### src/hw/rtl/sct_pkg.sv
// Shared types, codes and keyword tables for the small C tokenizer.
`default_nettype none
package sct_pkg;

  localparam int DEF_OFFSET_BITS = 16;
  localparam int DEF_LINE_BITS   = 16;

  localparam int TOKQ_DEPTH = 4;
  localparam int TOKQ_AW    = $clog2(TOKQ_DEPTH);
  localparam int TOKQ_CW    = $clog2(TOKQ_DEPTH + 1);

  typedef enum logic [4:0] {
    TK_EOF    = 5'd0,
    TK_IDENT  = 5'd1,
    TK_NUMBER = 5'd2,
    TK_IF     = 5'd3,
    TK_INT    = 5'd4,
    TK_WHILE  = 5'd5,
    TK_RETURN = 5'd6,
    TK_PLUS   = 5'd7,
    TK_MINUS  = 5'd8,
    TK_STAR   = 5'd9,
    TK_SLASH  = 5'd10,
    TK_ASSIGN = 5'd11,
    TK_EQ     = 5'd12,
    TK_NEQ    = 5'd13,
    TK_LT     = 5'd14,
    TK_LE     = 5'd15,
    TK_GT     = 5'd16,
    TK_GE     = 5'd17,
    TK_LPAREN = 5'd18,
    TK_RPAREN = 5'd19,
    TK_LBRACE = 5'd20,
    TK_RBRACE = 5'd21,
    TK_SEMI   = 5'd22
  } tok_kind_t;

  typedef enum logic [2:0] {
    MODE_IDLE  = 3'd0,
    MODE_IDENT = 3'd1,
    MODE_NUM   = 3'd2,
    MODE_EQ    = 3'd3,
    MODE_LT    = 3'd4,
    MODE_GT    = 3'd5,
    MODE_BANG  = 3'd6
  } scan_mode_t;

  typedef struct packed {
    tok_kind_t          kind;
    logic [15:0]        start;
    logic [15:0]        length;
    logic [15:0]        line;
    logic signed [31:0] value;
    logic               last;
  } tok_t;

  typedef struct packed {
    logic a_vld;
    logic b_vld;
  } push_t;

  // keyword text, zero padded to 8 characters
  localparam logic [7:0] KW_TEXT [4][8] = '{
    '{"i", "f", 8'd0, 8'd0, 8'd0, 8'd0, 8'd0, 8'd0},
    '{"i", "n", "t", 8'd0, 8'd0, 8'd0, 8'd0, 8'd0},
    '{"w", "h", "i", "l", "e", 8'd0, 8'd0, 8'd0},
    '{"r", "e", "t", "u", "r", "n", 8'd0, 8'd0}
  };
  localparam logic [2:0] KW_LEN [4] = '{3'd2, 3'd3, 3'd5, 3'd6};
  localparam tok_kind_t KW_KIND [4] = '{TK_IF, TK_INT, TK_WHILE, TK_RETURN};

endpackage
`default_nettype wire

### src/hw/rtl/sct_char_if.sv
// Character input channel: one source byte per word.
`default_nettype none
interface sct_char_if;
  logic       valid;
  logic       ready;
  logic [7:0] ch;

  modport source (output valid, output ch, input ready);
  modport sink (input valid, input ch, output ready);
endinterface
`default_nettype wire

### src/hw/rtl/sct_token_if.sv
// Token output channel: one token per word.
`default_nettype none
interface sct_token_if;
  logic               valid;
  logic               ready;
  logic [4:0]         token_kind;
  logic [15:0]        token_start;
  logic [15:0]        token_length;
  logic [15:0]        token_line;
  logic signed [31:0] number_value;
  logic               last_of_run;

  modport source (output valid, output token_kind, output token_start, output token_length,
                  output token_line, output number_value, output last_of_run, input ready);
  modport sink (input valid, input token_kind, input token_start, input token_length,
                input token_line, input number_value, input last_of_run, output ready);
endinterface
`default_nettype wire

### src/hw/rtl/sct_tok_fifo.sv
// Token queue: takes up to two tokens per cycle, gives one per ready cycle.
`default_nettype none
module sct_tok_fifo
  import sct_pkg::*;
(
  input  wire logic   clk,
  input  wire logic   rst,
  input  wire push_t  push,
  input  wire tok_t   tok_a,
  input  wire tok_t   tok_b,
  output logic        room,
  sct_token_if.source tokens
);

  tok_t                mem [TOKQ_DEPTH];
  logic [TOKQ_AW-1:0]  wr_ptr;
  logic [TOKQ_AW-1:0]  rd_ptr;
  logic [TOKQ_CW-1:0]  count;
  logic [TOKQ_CW-1:0]  count_next;
  logic [TOKQ_AW-1:0]  wr_ptr_next;
  logic                pop;
  logic [TOKQ_CW-1:0]  n_push;
  tok_t                head;

  assign pop    = tokens.valid && tokens.ready;
  assign n_push = TOKQ_CW'(push.a_vld) + TOKQ_CW'(push.b_vld);
  assign room   = (count - TOKQ_CW'(pop)) <= TOKQ_CW'(TOKQ_DEPTH - 2);

  assign count_next  = count + n_push - TOKQ_CW'(pop);
  assign wr_ptr_next = wr_ptr + n_push[TOKQ_AW-1:0];

  always_ff @(posedge clk) begin
    if (rst) begin
      wr_ptr <= '0;
      rd_ptr <= '0;
      count  <= '0;
    end else begin
      wr_ptr <= wr_ptr_next;
      count  <= count_next;
      if (pop) begin
        rd_ptr <= rd_ptr + 1'b1;
      end
    end
  end

  always_ff @(posedge clk) begin
    if (push.a_vld) begin
      mem[wr_ptr] <= tok_a;
    end
    if (push.b_vld) begin
      mem[wr_ptr + 1'b1] <= tok_b;
    end
  end

  assign head                = mem[rd_ptr];
  assign tokens.valid        = count != '0;
  assign tokens.token_kind   = head.kind;
  assign tokens.token_start  = head.start;
  assign tokens.token_length = head.length;
  assign tokens.token_line   = head.line;
  assign tokens.number_value = head.value;
  assign tokens.last_of_run  = head.last;

endmodule
`default_nettype wire

### src/hw/rtl/small_c_tokenizer.sv
// Small C tokenizer top level: character register, scanner state, token queue.
// Usage:
//   chars  : one source byte per word (valid/ready). Byte 0 ends the source.
//   tokens : one token per word: kind, start offset, length, line, value of a
//            number, and last_of_run on the final token a byte produced.
//   A byte produces zero, one or two tokens. Whitespace, a lone '!' and
//   unknown bytes produce none; a byte that closes a pending word, number or
//   '=', '<', '>' can produce two.
// Flow: a byte is registered in ch_q, scanned from that register and its
//   tokens are written into a 4-entry queue; the first token is presented at
//   the queue head, where the receiver takes it.
// Throughput: one byte per cycle while the queue has room. Output runs at one
//   token per cycle while ready is high, so bytes that produce two tokens
//   outrun the output; the queue absorbs that.
// Stall: when the receiver holds ready low the queue fills and chars.ready
//   drops once fewer than two entries are free; nothing is lost.
// Reset: synchronous, clears the queue and scanner state (offset 0, line 1).
//   Byte 0 emits any pending token, then EOF, and returns to that state.
`default_nettype none
module small_c_tokenizer
  import sct_pkg::*;
#(
  parameter int OFFSET_BITS = DEF_OFFSET_BITS,
  parameter int LINE_BITS   = DEF_LINE_BITS
) (
  input  wire logic   clk,
  input  wire logic   rst,
  sct_char_if.sink    chars,
  sct_token_if.source tokens
);

  logic [7:0]             ch_q;
  logic                   ch_vld;
  logic                   room;
  logic                   adv;

  scan_mode_t             mode, mode_next;
  logic [OFFSET_BITS-1:0] pos, pos_next;
  logic [LINE_BITS-1:0]   line, line_next;
  logic [OFFSET_BITS-1:0] pstart, pstart_next;
  logic [31:0]            acc, acc_next;
  logic [3:0]             cand, cand_next;
  logic [15:0]            wl, wl_next;

  logic                   is_dig, is_alp, is_wrd, used;
  logic [OFFSET_BITS-1:0] pos_inc;
  logic [15:0]            wl_inc;
  logic [3:0]             cand_nar, cand_first;
  tok_kind_t              wkind;
  logic [OFFSET_BITS+15:0] pos_w, pstart_w, eof_w;
  logic [LINE_BITS+15:0]  line_w;
  logic [15:0]            pos16, pstart16, eof16, line16;
  logic [31:0]            digit;
  tok_t                   pend, own;
  logic                   pend_vld, own_vld;
  push_t                  push;
  tok_t                   tok_a, tok_b;

  assign adv         = ch_vld && room;
  assign chars.ready = !ch_vld || room;

  always_ff @(posedge clk) begin
    if (rst) begin
      ch_vld <= 1'b0;
    end else if (chars.ready) begin
      ch_vld <= chars.valid;
    end
  end

  always_ff @(posedge clk) begin
    if (chars.ready && chars.valid) begin
      ch_q <= chars.ch;
    end
  end

  always_comb begin
    is_dig  = ch_q >= "0" && ch_q <= "9";
    is_alp  = (ch_q >= "a" && ch_q <= "z") || (ch_q >= "A" && ch_q <= "Z");
    is_wrd  = is_dig || is_alp || ch_q == "_";
    digit   = {24'd0, ch_q - 8'h30};
    pos_inc = (pos == '1) ? pos : pos + 1'b1;
    wl_inc  = (wl == 16'hFFFF) ? wl : wl + 16'd1;

    for (int k = 0; k < 4; k++) begin
      cand_nar[k]   = cand[k] && (wl < 16'(KW_LEN[k])) && (KW_TEXT[k][wl[2:0]] == ch_q);
      cand_first[k] = KW_TEXT[k][0] == ch_q;
    end
    wkind = TK_IDENT;
    for (int k = 0; k < 4; k++) begin
      if (cand[k] && wl == 16'(KW_LEN[k])) begin
        wkind = KW_KIND[k];
      end
    end

    pos_w    = {16'd0, pos};
    pstart_w = {16'd0, pstart};
    eof_w    = {16'd0, pos_inc};
    line_w   = {16'd0, line};
    pos16    = pos_w[15:0];
    pstart16 = pstart_w[15:0];
    eof16    = eof_w[15:0];
    line16   = line_w[15:0];
  end

  // scanner step
  always_comb begin
    mode_next   = mode;
    pos_next    = pos_inc;
    line_next   = line;
    pstart_next = pstart;
    acc_next    = acc;
    cand_next   = cand;
    wl_next     = wl;
    used        = 1'b0;
    pend_vld    = 1'b0;
    own_vld     = 1'b0;
    pend        = '{kind: TK_EOF, start: pstart16, length: wl, line: line16, value: '0,
                    last: 1'b0};
    own         = '{kind: TK_EOF, start: pos16, length: 16'd1, line: line16, value: '0,
                    last: 1'b0};

    unique case (mode)
      MODE_IDENT: begin
        if (is_wrd) begin
          cand_next = cand_nar;
          wl_next   = wl_inc;
          used      = 1'b1;
        end else begin
          pend_vld  = 1'b1;
          pend.kind = wkind;
        end
      end
      MODE_NUM: begin
        if (is_dig) begin
          acc_next = (acc << 3) + (acc << 1) + digit;
          wl_next  = wl_inc;
          used     = 1'b1;
        end else begin
          pend_vld   = 1'b1;
          pend.kind  = TK_NUMBER;
          pend.value = acc;
        end
      end
      MODE_EQ, MODE_LT, MODE_GT, MODE_BANG: begin
        if (ch_q == "=") begin
          used        = 1'b1;
          pend_vld    = 1'b1;
          pend.length = 16'd2;
          unique case (mode)
            MODE_EQ: pend.kind = TK_EQ;
            MODE_LT: pend.kind = TK_LE;
            MODE_GT: pend.kind = TK_GE;
            default: pend.kind = TK_NEQ;
          endcase
        end else if (mode != MODE_BANG) begin
          pend_vld    = 1'b1;
          pend.length = 16'd1;
          unique case (mode)
            MODE_EQ: pend.kind = TK_ASSIGN;
            MODE_LT: pend.kind = TK_LT;
            default: pend.kind = TK_GT;
          endcase
        end
      end
      default: ;
    endcase

    if (!used || mode == MODE_EQ || mode == MODE_LT || mode == MODE_GT ||
        mode == MODE_BANG) begin
      mode_next = MODE_IDLE;
    end

    if (!used) begin
      case (ch_q)
        8'd0: begin
          own_vld     = 1'b1;
          own.kind    = TK_EOF;
          own.start   = eof16;
          own.length  = 16'd0;
          mode_next   = MODE_IDLE;
          pos_next    = '0;
          line_next   = LINE_BITS'(1);
          pstart_next = '0;
          acc_next    = '0;
          cand_next   = 4'hF;
          wl_next     = '0;
        end
        8'h0A: begin
          if (line != '1) begin
            line_next = line + 1'b1;
          end
        end
        "+": begin own_vld = 1'b1; own.kind = TK_PLUS; end
        "-": begin own_vld = 1'b1; own.kind = TK_MINUS; end
        "*": begin own_vld = 1'b1; own.kind = TK_STAR; end
        "/": begin own_vld = 1'b1; own.kind = TK_SLASH; end
        "(": begin own_vld = 1'b1; own.kind = TK_LPAREN; end
        ")": begin own_vld = 1'b1; own.kind = TK_RPAREN; end
        "{": begin own_vld = 1'b1; own.kind = TK_LBRACE; end
        "}": begin own_vld = 1'b1; own.kind = TK_RBRACE; end
        ";": begin own_vld = 1'b1; own.kind = TK_SEMI; end
        "=": begin mode_next = MODE_EQ; pstart_next = pos; end
        "<": begin mode_next = MODE_LT; pstart_next = pos; end
        ">": begin mode_next = MODE_GT; pstart_next = pos; end
        "!": begin mode_next = MODE_BANG; pstart_next = pos; end
        default: begin
          if (is_dig) begin
            mode_next   = MODE_NUM;
            pstart_next = pos;
            acc_next    = digit;
            wl_next     = 16'd1;
          end else if (is_alp) begin
            mode_next   = MODE_IDENT;
            pstart_next = pos;
            cand_next   = cand_first;
            wl_next     = 16'd1;
          end
        end
      endcase
    end
  end

  always_ff @(posedge clk) begin
    if (rst) begin
      mode   <= MODE_IDLE;
      pos    <= '0;
      line   <= LINE_BITS'(1);
      pstart <= '0;
      acc    <= '0;
      cand   <= 4'hF;
      wl     <= '0;
    end else if (adv) begin
      mode   <= mode_next;
      pos    <= pos_next;
      line   <= line_next;
      pstart <= pstart_next;
      acc    <= acc_next;
      cand   <= cand_next;
      wl     <= wl_next;
    end
  end

  // pack pending token first, then the byte's own token
  always_comb begin
    push.a_vld = adv && (pend_vld || own_vld);
    push.b_vld = adv && pend_vld && own_vld;
    tok_a      = pend_vld ? pend : own;
    tok_a.last = !(pend_vld && own_vld);
    tok_b      = own;
    tok_b.last = 1'b1;
  end

  sct_tok_fifo u_tokq (
    .clk    (clk),
    .rst    (rst),
    .push   (push),
    .tok_a  (tok_a),
    .tok_b  (tok_b),
    .room   (room),
    .tokens (tokens)
  );

endmodule
`default_nettype wire

### src/flat_wrapper.sv
// flat-port wrapper written by rule: the top's interface ports become plain ports
module small_c_tokenizer_flat import sct_pkg::*;
#(
  parameter int OFFSET_BITS = DEF_OFFSET_BITS,
  parameter int LINE_BITS   = DEF_LINE_BITS
)
  (clk, rst, chars_valid, chars_ch, chars_ready, tokens_valid, tokens_token_kind, tokens_token_start, tokens_token_length, tokens_token_line, tokens_number_value, tokens_last_of_run, tokens_ready);
  sct_char_if chars_i ();
  sct_token_if tokens_i ();
  input  wire logic clk;
  input  wire logic rst;
  input wire logic [$bits(chars_i.valid)-1:0] chars_valid;
  input wire logic [$bits(chars_i.ch)-1:0] chars_ch;
  output wire logic [$bits(chars_i.ready)-1:0] chars_ready;
  output wire logic [$bits(tokens_i.valid)-1:0] tokens_valid;
  output wire logic [$bits(tokens_i.token_kind)-1:0] tokens_token_kind;
  output wire logic [$bits(tokens_i.token_start)-1:0] tokens_token_start;
  output wire logic [$bits(tokens_i.token_length)-1:0] tokens_token_length;
  output wire logic [$bits(tokens_i.token_line)-1:0] tokens_token_line;
  output wire logic [$bits(tokens_i.number_value)-1:0] tokens_number_value;
  output wire logic [$bits(tokens_i.last_of_run)-1:0] tokens_last_of_run;
  input wire logic [$bits(tokens_i.ready)-1:0] tokens_ready;
  assign chars_i.valid = chars_valid;
  assign chars_i.ch = chars_ch;
  assign chars_ready = chars_i.ready;
  assign tokens_valid = tokens_i.valid;
  assign tokens_token_kind = tokens_i.token_kind;
  assign tokens_token_start = tokens_i.token_start;
  assign tokens_token_length = tokens_i.token_length;
  assign tokens_token_line = tokens_i.token_line;
  assign tokens_number_value = tokens_i.number_value;
  assign tokens_last_of_run = tokens_i.last_of_run;
  assign tokens_i.ready = tokens_ready;
  small_c_tokenizer #(.OFFSET_BITS(OFFSET_BITS), .LINE_BITS(LINE_BITS)) u_core (.clk(clk), .rst(rst), .chars(chars_i), .tokens(tokens_i));
endmodule
### config.mk
export PLATFORM = sky130hd
export DESIGN_NAME = small_c_tokenizer_flat
export DESIGN_NICKNAME = d
export VERILOG_FILES = /design/src/hw/rtl/sct_pkg.sv /design/src/hw/rtl/sct_char_if.sv /design/src/hw/rtl/sct_token_if.sv /design/src/hw/rtl/sct_tok_fifo.sv /design/src/hw/rtl/small_c_tokenizer.sv /design/src/flat_wrapper.sv
export SDC_FILE = /design/constraint.sdc
export NUM_CORES = 1
export LEC_CHECK = 0
export ABC_CLOCK_PERIOD_IN_PS = 24000
export BUFFER_PORTS_ARGS = -buffer_cell sky130_fd_sc_hd__buf_4
export CAP_MARGIN = 20
export CORE_ASPECT_RATIO = 2
export CORE_MARGIN = 2
export CORE_UTILIZATION = 40
export CTS_CLUSTER_SIZE = 30
export DETAILED_ROUTE_END_ITERATION = 7
export GPL_TIMING_DRIVEN = 0
export PLACE_DENSITY = 0.54
export SLEW_MARGIN = 10
export SYNTH_ARGS = -nofsm -noshare
export SYNTH_HDL_FRONTEND = slang
export SYNTH_HIERARCHICAL = 1
export SYNTH_SLANG_ARGS = --single-unit
### constraint.sdc
create_clock -name clk -period 24 [get_ports clk]
set_input_delay 1.2 -clock clk [delete_from_list [all_inputs] [get_ports clk]]
set_output_delay 1.2 -clock clk [all_outputs]
set_load 0.02 [all_outputs]
==> results by stage, run 1 <==
Timing:
- In the finished design, the share of the clock period the worst path needs comes to 25.8%.
- Setup repair after global routing left no endpoint under its margin.
- The final critical-path required period is 6.20 ns.
- The number of max-slew violations in the final report came to 0.
- Setup violations remaining at the end of the flow were counted as 0.
- The sum of negative setup slack is 0 ns.
- The tightest slew margin relative to the limit is 35.1%.
- The hold violation total from the final report is 0.
- The transition time at the pin with the least slew margin is 0.963 ns.
- Timing would allow up to 161 MHz.
- On the final layout, the worst clock skew is 0.0222 ns.

Floorplanning:
- The initial utilization of the core area, before any placement, comes to 40.3%.
- The number of rows created at floorplan is 133.
- Measured along the x axis, the die boundary spans 185 um.
- The core region area is 65400 um2.
- Pin placement for this block handled 100 I/O pins.
- The die covers 68100 um2.
- Measured along the y axis, the die boundary spans 367 um.

Global route:
- The maximum number of pins on one net before global-route repair is 23.
- The number of antenna violations at the first check in global routing came to 0.
- The combined global-route utilization of all metal layers is 22.3%.
- The wire length of the first global-routing pass is 115000 um.
- The total overflow left after global routing is 0.
- The via count of the first global-routing pass is 18700.

Min path:
- The worst hold path class is reg -> reg.

Setup path:
- The number of cell instances on the worst register-to-register path is 17.
- The critical path contains buffers and inverters numbering 7 combined.
- The largest stage delay on the critical path is 0.59 ns.
- The worst setup path is of the reg -> reg kind.
- In this design, the critical path's most frequently occurring cell is sky130_fd_sc_hd__buf_2.
- For the worst setup path, the data arrival time is 6.48 ns.
- The startpoint of the worst-slack reg-to-reg timing path is u_core/ch_q[4].
- The kind of launch point of the worst setup path is a flip-flop.
- The worst reg2reg path endpoint is u_core/u_tokq/mem[0][62].
- Following the worst setup path forward leads to its endpoint at u_core/u_tokq/mem[0][62].
- The start point of the critical path is u_core/ch_q[4].
- The reg-to-reg setup timing slack is 17.80 ns.
- The maximum fanout along the worst path is 19.
- The slowest stage of the critical path belongs to the cell sky130_fd_sc_hd__o21ai_1.
- The required time at the endpoint of the critical path is 24.28 ns.
- The worst setup path is captured at a flip-flop.
- Traced cell by cell, the critical path runs through buf_2, inv_1, ha_1, nor2b_1, o22a_1, o21a_1, o21ai_1, and2_0, o22ai_1, nor2_1, nand3_1, buf_2, buf_2, o21ai_4, buf_12, buf_12, buf_16.
- On the critical path the largest part of the delay comes from buffers and inverters.
- The critical path depth is 17.

Cells and area:
- In the final design database the tool counted 2531 nets.
- 0 antenna diodes ended up in the layout.
- Cells fill 47.1% of the core in the end.
- Cells with a size suffix above 1 make up 28.8% of the layout.
- The relative area change from synthesis to final layout is 17.0%.

Drt:
- The final routed DRC violation total is 0.
- The aggregate routed wire length is 74700 um.
- Dividing the detail-routed wire length by the instance count gives 22.3 um.
- The detailed-route vias per instance is 5.47.
- The total number of vias is 18400.
- The first routing iteration left 1297 violations.
- The number of nets with antenna violations after routing is 0.
- The number of detailed-route iterations in the first pass is 5.

Yosys:
- In the post-synthesis netlist, the cell with the most instances is sky130_fd_sc_hd__edfxtp_1.
- The synthesized design contains 352 enable-type register cells.
- The share of async-settable or async-resettable flops after synthesis is 0%.
- The post-synthesis sequential element count is 465.
- The synthesized netlist occupies a cell area of 26300 um2.
- The post-synthesis instance total is 2083.
- The portion of the post-synthesis area used by sequential elements is 48.7%.
- By area the synthesized netlist is led by sky130_fd_sc_hd__edfxtp_1 40%, sky130_fd_sc_hd__mux2_2 14%, sky130_fd_sc_hd__dfxtp_1 8.6%.
- The dominant register cell in the synthesized netlist is sky130_fd_sc_hd__edfxtp_1.
- The warning count from the yosys run is 6.
- The commonest cells after synthesis are 352 x sky130_fd_sc_hd__edfxtp_1, 326 x sky130_fd_sc_hd__mux2_2, 113 x sky130_fd_sc_hd__dfxtp_1.
- The portion of synthesized cell area occupied by the leading cell type is 40.1%.
- After synthesis, the mean cell area works out to 12.6 um2.
- Of all cell types, the one taking the most synthesized area is sky130_fd_sc_hd__edfxtp_1.
- The number of distinct standard cells referenced by the synthesized netlist is 94.

Power:
- The ratio of total power to cell area is 67.7 nW/um2.
- The static leakage is 12.2 nW.
- The worst-case IR drop observed on VDD is 0.0598 mV.

Clock network:
- The number of buffers inserted during clock tree synthesis is 46.
- The clock-pin slew on the worst setup and hold paths is 0.07 ns.
- For this design, the CTS-stage hold fixing added 0 buffers.
- Clock latency on the worst-skew pair, taken at its later pin, is 0.58 ns.
- The maximum clock insertion buffer count is 3.
- The sink count of the clock tree is 465.
- The post-cts resize count is 0.
- The number of buffers added for setup after CTS is 0.
- The clock tree from TritonCTS is yes.
- The library cell used as clock root buffer is sky130_fd_sc_hd__clkbuf_16.
- In this run the number of H-tree levels came out at 2.

Placed design:
- The routability-driven placement congestion ratio is 0.943.
- The number of buffer cells added on primary ports is 99.
- The placed wire-length estimate is 52700 um.

Flow run:
- The max-cap check violation count is 0.

Status:
- The run finished with clean final reports.
[worst register-to-register path: stages (launching register included)]
cell and delay, ns:
sky130_fd_sc_hd__edfxtp_1 0.38, sky130_fd_sc_hd__buf_2 0.26, sky130_fd_sc_hd__inv_1 0.19, sky130_fd_sc_hd__ha_1 0.32, sky130_fd_sc_hd__nor2b_1 0.17, sky130_fd_sc_hd__o22a_1 0.24
sky130_fd_sc_hd__o21a_1 0.28, sky130_fd_sc_hd__o21ai_1 0.59, sky130_fd_sc_hd__and2_0 0.44, sky130_fd_sc_hd__o22ai_1 0.30, sky130_fd_sc_hd__nor2_1 0.45, sky130_fd_sc_hd__nand3_1 0.45
sky130_fd_sc_hd__buf_2 0.44, sky130_fd_sc_hd__buf_2 0.32, sky130_fd_sc_hd__o21ai_4 0.37, sky130_fd_sc_hd__buf_12 0.28, sky130_fd_sc_hd__buf_12 0.21, sky130_fd_sc_hd__buf_16 0.19
[cell type report]
class	count	area [um2]
Clock buffer	59	1280
Multi-Input combinational cell	1633	13400
Timing Repair Buffer	118	1150
Fill cell	6012	34600
Sequential cell	465	12800
Clock inverter	26	188
Buffer	136	674
Tap cell	877	1100
Inverter	39	146
[cell families after synthesis]
logic type,count (synthesis),synth area share (%)
AND/OR/NAND/NOR,508,10.3
flip-flops,465,48.7
multiplexers,458,23.2
AO/OA/AOI/OAI,340,8.66
buffers and inverters,175,3.12
adder cells (fa/ha/maj),80,4.00
XOR/XNOR,55,1.93
other,2,0.0285
[stage by stage]
stage | hold WS, ns | setup slack (ns) | power [mW] | instances | instance area, um2
6_report | 0.468 | 17.80 | 2.09 | 3353 | 30800
5_1_grt | 0.487 | 17.47 | 2.17 | 3353 | 30800
4_1_cts | 0.469 | 17.82 | 2.11 | 3353 | 30800
3_5_place_dp | 0.460 | 17.44 | 1.38 | 3268 | 29300
3_3_place_gp | 0.455 | 6.25 | 1.38 | 3249 | 28900
2_1_floorplan | 0.442 | 14.40 | 1.21 | 2273 | 27100
[worst min-delay path by stage]
stage	to	start	slack, ns	cells past startpoint
floorplan	u_core/pstart[10]	u_core/pstart[10]	0.44	2
global placement	u_core/pstart[15]	u_core/pstart[15]	0.46	2
global route	u_core/pstart[3]	u_core/pstart[3]	0.49	2
detailed placement	u_core/pstart[10]	u_core/pstart[10]	0.46	2
CTS	u_core/pstart[10]	u_core/pstart[10]	0.47	2
finish	u_core/pstart[9]	u_core/pstart[9]	0.47	2
[power by group]
part | internal, mW | switching [mW] | leakage [nW]
Clock | 0.400 | 0.322 | 0.723
Sequential | 0.872 | 0.0126 | 4.39
Combinational | 0.200 | 0.279 | 7.04
Total | 1.47 | 0.614 | 12.2
[cells in the final DEF, fill, tap and decap left out, drive strengths merged, types with 24 or more instances in the layout]
| cell type | n |
|---|---|
| a21oi | 99 |
| a31oi | 24 |
| and3 | 62 |
| buf | 204 |
| clkbuf | 108 |
| conb | 192 |
| dfxtp | 113 |
| edfxtp | 352 |
| ha | 73 |
| inv | 42 |
| mux2 | 366 |
| mux4 | 86 |
| nand2 | 102 |
| nand2b | 29 |
| nand3 | 59 |
| nor2 | 87 |
| nor3 | 44 |
| nor4 | 29 |
| o21ai | 75 |
| xnor2 | 26 |
| xor2 | 27 |
[per-layer routing]
metal,routed length (um),vias up,GRT usage (%)
li1,-,8625,-
met1,32400,9021,30.1
met2,36200,567,37.2
met3,3670,138,2.31
met4,2380,0,7.54
met5,0,-,0
[state kept, by name, summed over array words and instances (netlist names), named ones only]
register and flops:
u_core/pstart 16, u_core/acc 27, u_core/mode 3, u_core/u_tokq/count 3, u_core/u_tokq/rd_ptr 2, u_core/ch_vld 1, u_core/line 16, u_core/wl 16
u_core/u_tokq/wr_ptr 2, u_core/pos 16, u_core/u_tokq/mem 344, u_core/cand 4, u_core/ch_q 8
No activity file was read; power rests on OpenSTA's default activity.
==> run 2, diff against run 1 <==
ABC_CLOCK_PERIOD_IN_PS = 5200   (was 24000)
PLACE_DENSITY = 0.56   (was 0.54)
clock period = 5.2 ns   (was 24 ns; I/O delays follow)
==> run 2 against run 1 <==
Sequential share of layout area decreased by 0.16 points. Routed wire length decreased by 1.2%. Non-clock buffer count increased by 10. Worst setup slack got worse by 18 ns. Global-route usage decreased by 0.43 points. Register-to-register slack got worse by 18 ns. First-iteration DRC count increased by 9.9%. Die area unchanged. Worst hold slack got worse by 0.35 ns. Critical path type unchanged. Largest cell class unchanged.
==> results by stage, run 2 (synthesis results as in run 1) <==
Status:
- The run finished with clean final reports.

Drt:
- The first detailed-routing pass ran for 6 iterations.
- The count of nets left with antenna violations once routing finished came out at 0.
- For this run, design rule violations remaining after detail routing come to 0.
- For this block, the routed nets add up to 73700 um of wire.
- In the final routed layout, each cell accounts on average for 21.9 um.
- The count of routing violations after the opening detailed-route iteration is 1426.
- The detailed-route vias per instance is 5.50.
- The final route contains 18500 vias.

Setup path:
- The critical path depth is 16.
- The worst register-to-register path has a setup slack of 0.26 ns.
- The worst reg2reg path endpoint is u_core/u_tokq/mem[2][24].
- The total buffers and inverters traversed by the critical path is 6.
- The arrival time reported for the critical path endpoint is 5.28 ns.
- For the worst flop-to-flop path, the logic depth is 16.
- The gate family responsible for the most delay along the worst path is compound AO/OA/AOI/OAI gates.
- By instance count, the cell type seen most on the critical path is sky130_fd_sc_hd__buf_12.
- The nature of the critical path endpoint is a flip-flop.
- The type of the worst setup path is reg -> reg.
- In this run the worst path has a maximum fanout of 20.
- Walking the worst path, the cells encountered are ha_1, clkbuf_1, a41oi_1, o21a_1, o31ai_4, a21boi_4, clkbuf_4, nor3_2, o22ai_2, nor2_4, nand3b_4, buf_2, buf_4, o21ai_4, buf_12, buf_12.
- The largest stage delay on the critical path is 0.51 ns.
- STA classifies the critical path startpoint as a flip-flop.
- The largest individual stage delay along the critical path comes from the cell sky130_fd_sc_hd__edfxtp_1.
- The startpoint of the worst-slack reg-to-reg timing path is u_core/ch_q[5].
- The end point of the critical path is u_core/u_tokq/mem[2][24].
- For the worst setup path, the data required time is 5.54 ns.
- The start point of the critical path is u_core/ch_q[5].

Floorplanning:
- The core region area is 65400 um2.
- From bottom edge to top edge, the die measures 367 um.
- The initialized floorplan defines 133 standard-cell rows.
- The horizontal extent of the die is 185 um.
- The die footprint is 68100 um2.
- The count of boundary I/O pins is 100.
- The starting density of the core is 40.3%.

Power:
- Power comes to 9.70 mW.
- The static leakage is 12.2 nW.
- In this run, the clock network consumes 34.9% of the power.
- In this run, flip-flops and latches consume 42.1% of the power.
- The net switching share of the total power is 29.3%.
- The ratio of total power to cell area is 314 nW/um2.
- The internal power of the cells totals 6.86 mW.
- The worst-case IR drop observed on VDD is 0.257 mV.
- The net switching component of the power is 2.84 mW.
- The proportion of power drawn by combinational gates is 23.0%.

Placed design:
- Routability-driven placement finished with a final weighted congestion of 0.938.
- The placed wire-length estimate is 51800 um.
- The number of buffer cells added on primary ports is 99.
- The number of placed cells counting well taps is 3266.
- The area after detailed placement is 29300 um2.

Cells and area:
- After routing the design area is 30900 um2.
- The finished layout holds 3364 standard cells, fillers aside.
- The area occupied by registers is 12800 um2.
- The register with the most flip-flops in the layout has 344 of them.
- The antenna cell count is 0.
- After the last flow step, the layout net total stands at 2541.
- In the final layout, the multi-input gates occupy 13500 um2.
- The filler cells instantiated in the layout total 6052.
- The most common cell after layout, fill and taps aside is sky130_fd_sc_hd__edfxtp_1.
- The utilization after layout is 47.3%.
- The register with the most flip-flops in the final layout is u_core/u_tokq/mem.
- The library cells used most frequently in the layout, excluding fill and tap cells, are 352 x sky130_fd_sc_hd__edfxtp_1, 326 x sky130_fd_sc_hd__mux2_2, 192 x sky130_fd_sc_hd__conb_1.
- The fraction of final layout cells sized beyond drive strength 1 is 28.9%.
- The largest registers in the layout are u_core/u_tokq/mem (344), u_core/acc (27).
- The relative area change from synthesis to final layout is 17.4%.

Clock network:
- The clock tree from TritonCTS is yes.
- In this run the clock root is driven by a sky130_fd_sc_hd__clkbuf_16.
- The worst-skew pair later-pin latency is 0.59 ns.
- The sink count of the clock tree is 465.
- TritonCTS created 46 clock buffers.
- The maximum clock insertion buffer count is 3.
- The level count of the clock H-tree is 2.
- The clock-pin slew on the worst setup and hold paths is 0.07 ns.

Timing:
- The setup clock skew after layout is 0.0185 ns.
- The hold violation total from the final report is 0.
- The worst pin sits at a relative slew slack of 38.4%.
- The transition time at the pin with the least slew margin is 0.915 ns.
- Timing would allow up to 202 MHz.
- Setup repair after global routing left no endpoint under its margin.
- In the finished design, the share of the clock period the worst path needs comes to 95.0%.
- The number of max-slew violations in the final report is 0.
- The smallest clock period supported by the final layout is computed as 4.94 ns.
- The count of final setup violators is 0.

Global route:
- The number of antenna violations at the first check in global routing is 1.
- The combined global-route utilization of all metal layers is 21.9%.
- The maximum number of pins on one net before global-route repair is 23.
- The global route total overflow is 0.
- The wire length of the first global-routing pass is 114000 um.
- The via count of the first global-routing pass was 18500.

Min path:
- The min-delay analysis places its worst path in the category in -> reg.

Flow run:
- The tool flagged a number of max-cap violations equal to 0.
## run 2: cell count changes in the layout (fill, tap and decap cells not counted), sizes merged
cell,previous run,this run
buf,204,202
clkinvlp,1,2
clkinv,20,18
clkdlybuf4s18,1,0
bufinv,2,5
dlygate4sd3,0,10
clkbuf,108,110
## run 2: worst min-delay path by stage
stage                      start                       to  slack [ns]  cells after the start
finish              tokens_ready  u_core/u_tokq/rd_ptr[1]        0.12                      3
global route        tokens_ready                flip-flop        0.13                      3
CTS                 tokens_ready  u_core/u_tokq/rd_ptr[1]        0.09                      3
detailed placement   chars_ch[5]           u_core/ch_q[5]        0.44                      1
global placement     chars_ch[2]           u_core/ch_q[2]        0.44                      1
floorplan                    rst   u_core/u_tokq/count[0]        0.33                      1
## run 2: repair_timing
item	CTS	global route
setup endpoints to repair	269	271
hold buffers	10	0
pin swaps	2	0
gates resized for setup	5	11
hold endpoints to repair	14	0
setup buffers	2	0
## run 2: area by class of cell
class                           count  area share (%)
Clock buffer                       58            3.90
Multi-Input combinational cell   1633            43.6
Inverter                           39           0.473
Clock inverter                     28           0.918
Tap cell                          877            3.55
Timing Repair Buffer              128            3.85
Buffer                            136            2.22
Sequential cell                   465            41.5
## run 2: layer usage
metal  up-vias  global-route usage [%]  part of all wire (%)  wire length, um
li1       8644                       -                     -                -
met1      9159                    30.0                    44            32200
met2       571                    36.3                    48            35600
met3       114                    2.54                   5.2             3870
met4         0                    6.11                   2.9             2120
met5         -                       0                     0                0
## run 2: per-stage QoR
step | worst slack, ns | hold WS [ns] | setup TNS (ns)
finish | 0.261 | 0.121 | 0
global route | 0.0335 | 0.125 | 0
CTS | 0.0174 | 0.0925 | 0
detailed placement | -0.588 | 0.440 | -55.26
global placement | -3.56 | 0.438 | -911.71
floorplan | -0.286 | 0.332 | -47.95
## run 2: worst register-to-register path: cells and delay by family (launching register included)
kind	cells	cell delay [ns]
buf+inv	6	1.81
fa+ha+maj	1	0.20
flops	1	0.51
compound gates	6	1.81
simple gates	3	0.36
## run 2: power groups by stage
stage	clock, mW	sequential (mW)	combinational (mW)
CTS	3.50	4.09	2.24
detailed placement	0	4.17	2.23
finish	3.39	4.09	2.23
global route	3.60	4.09	2.40
global placement	0	4.17	2.22
floorplan	0	4.14	1.44
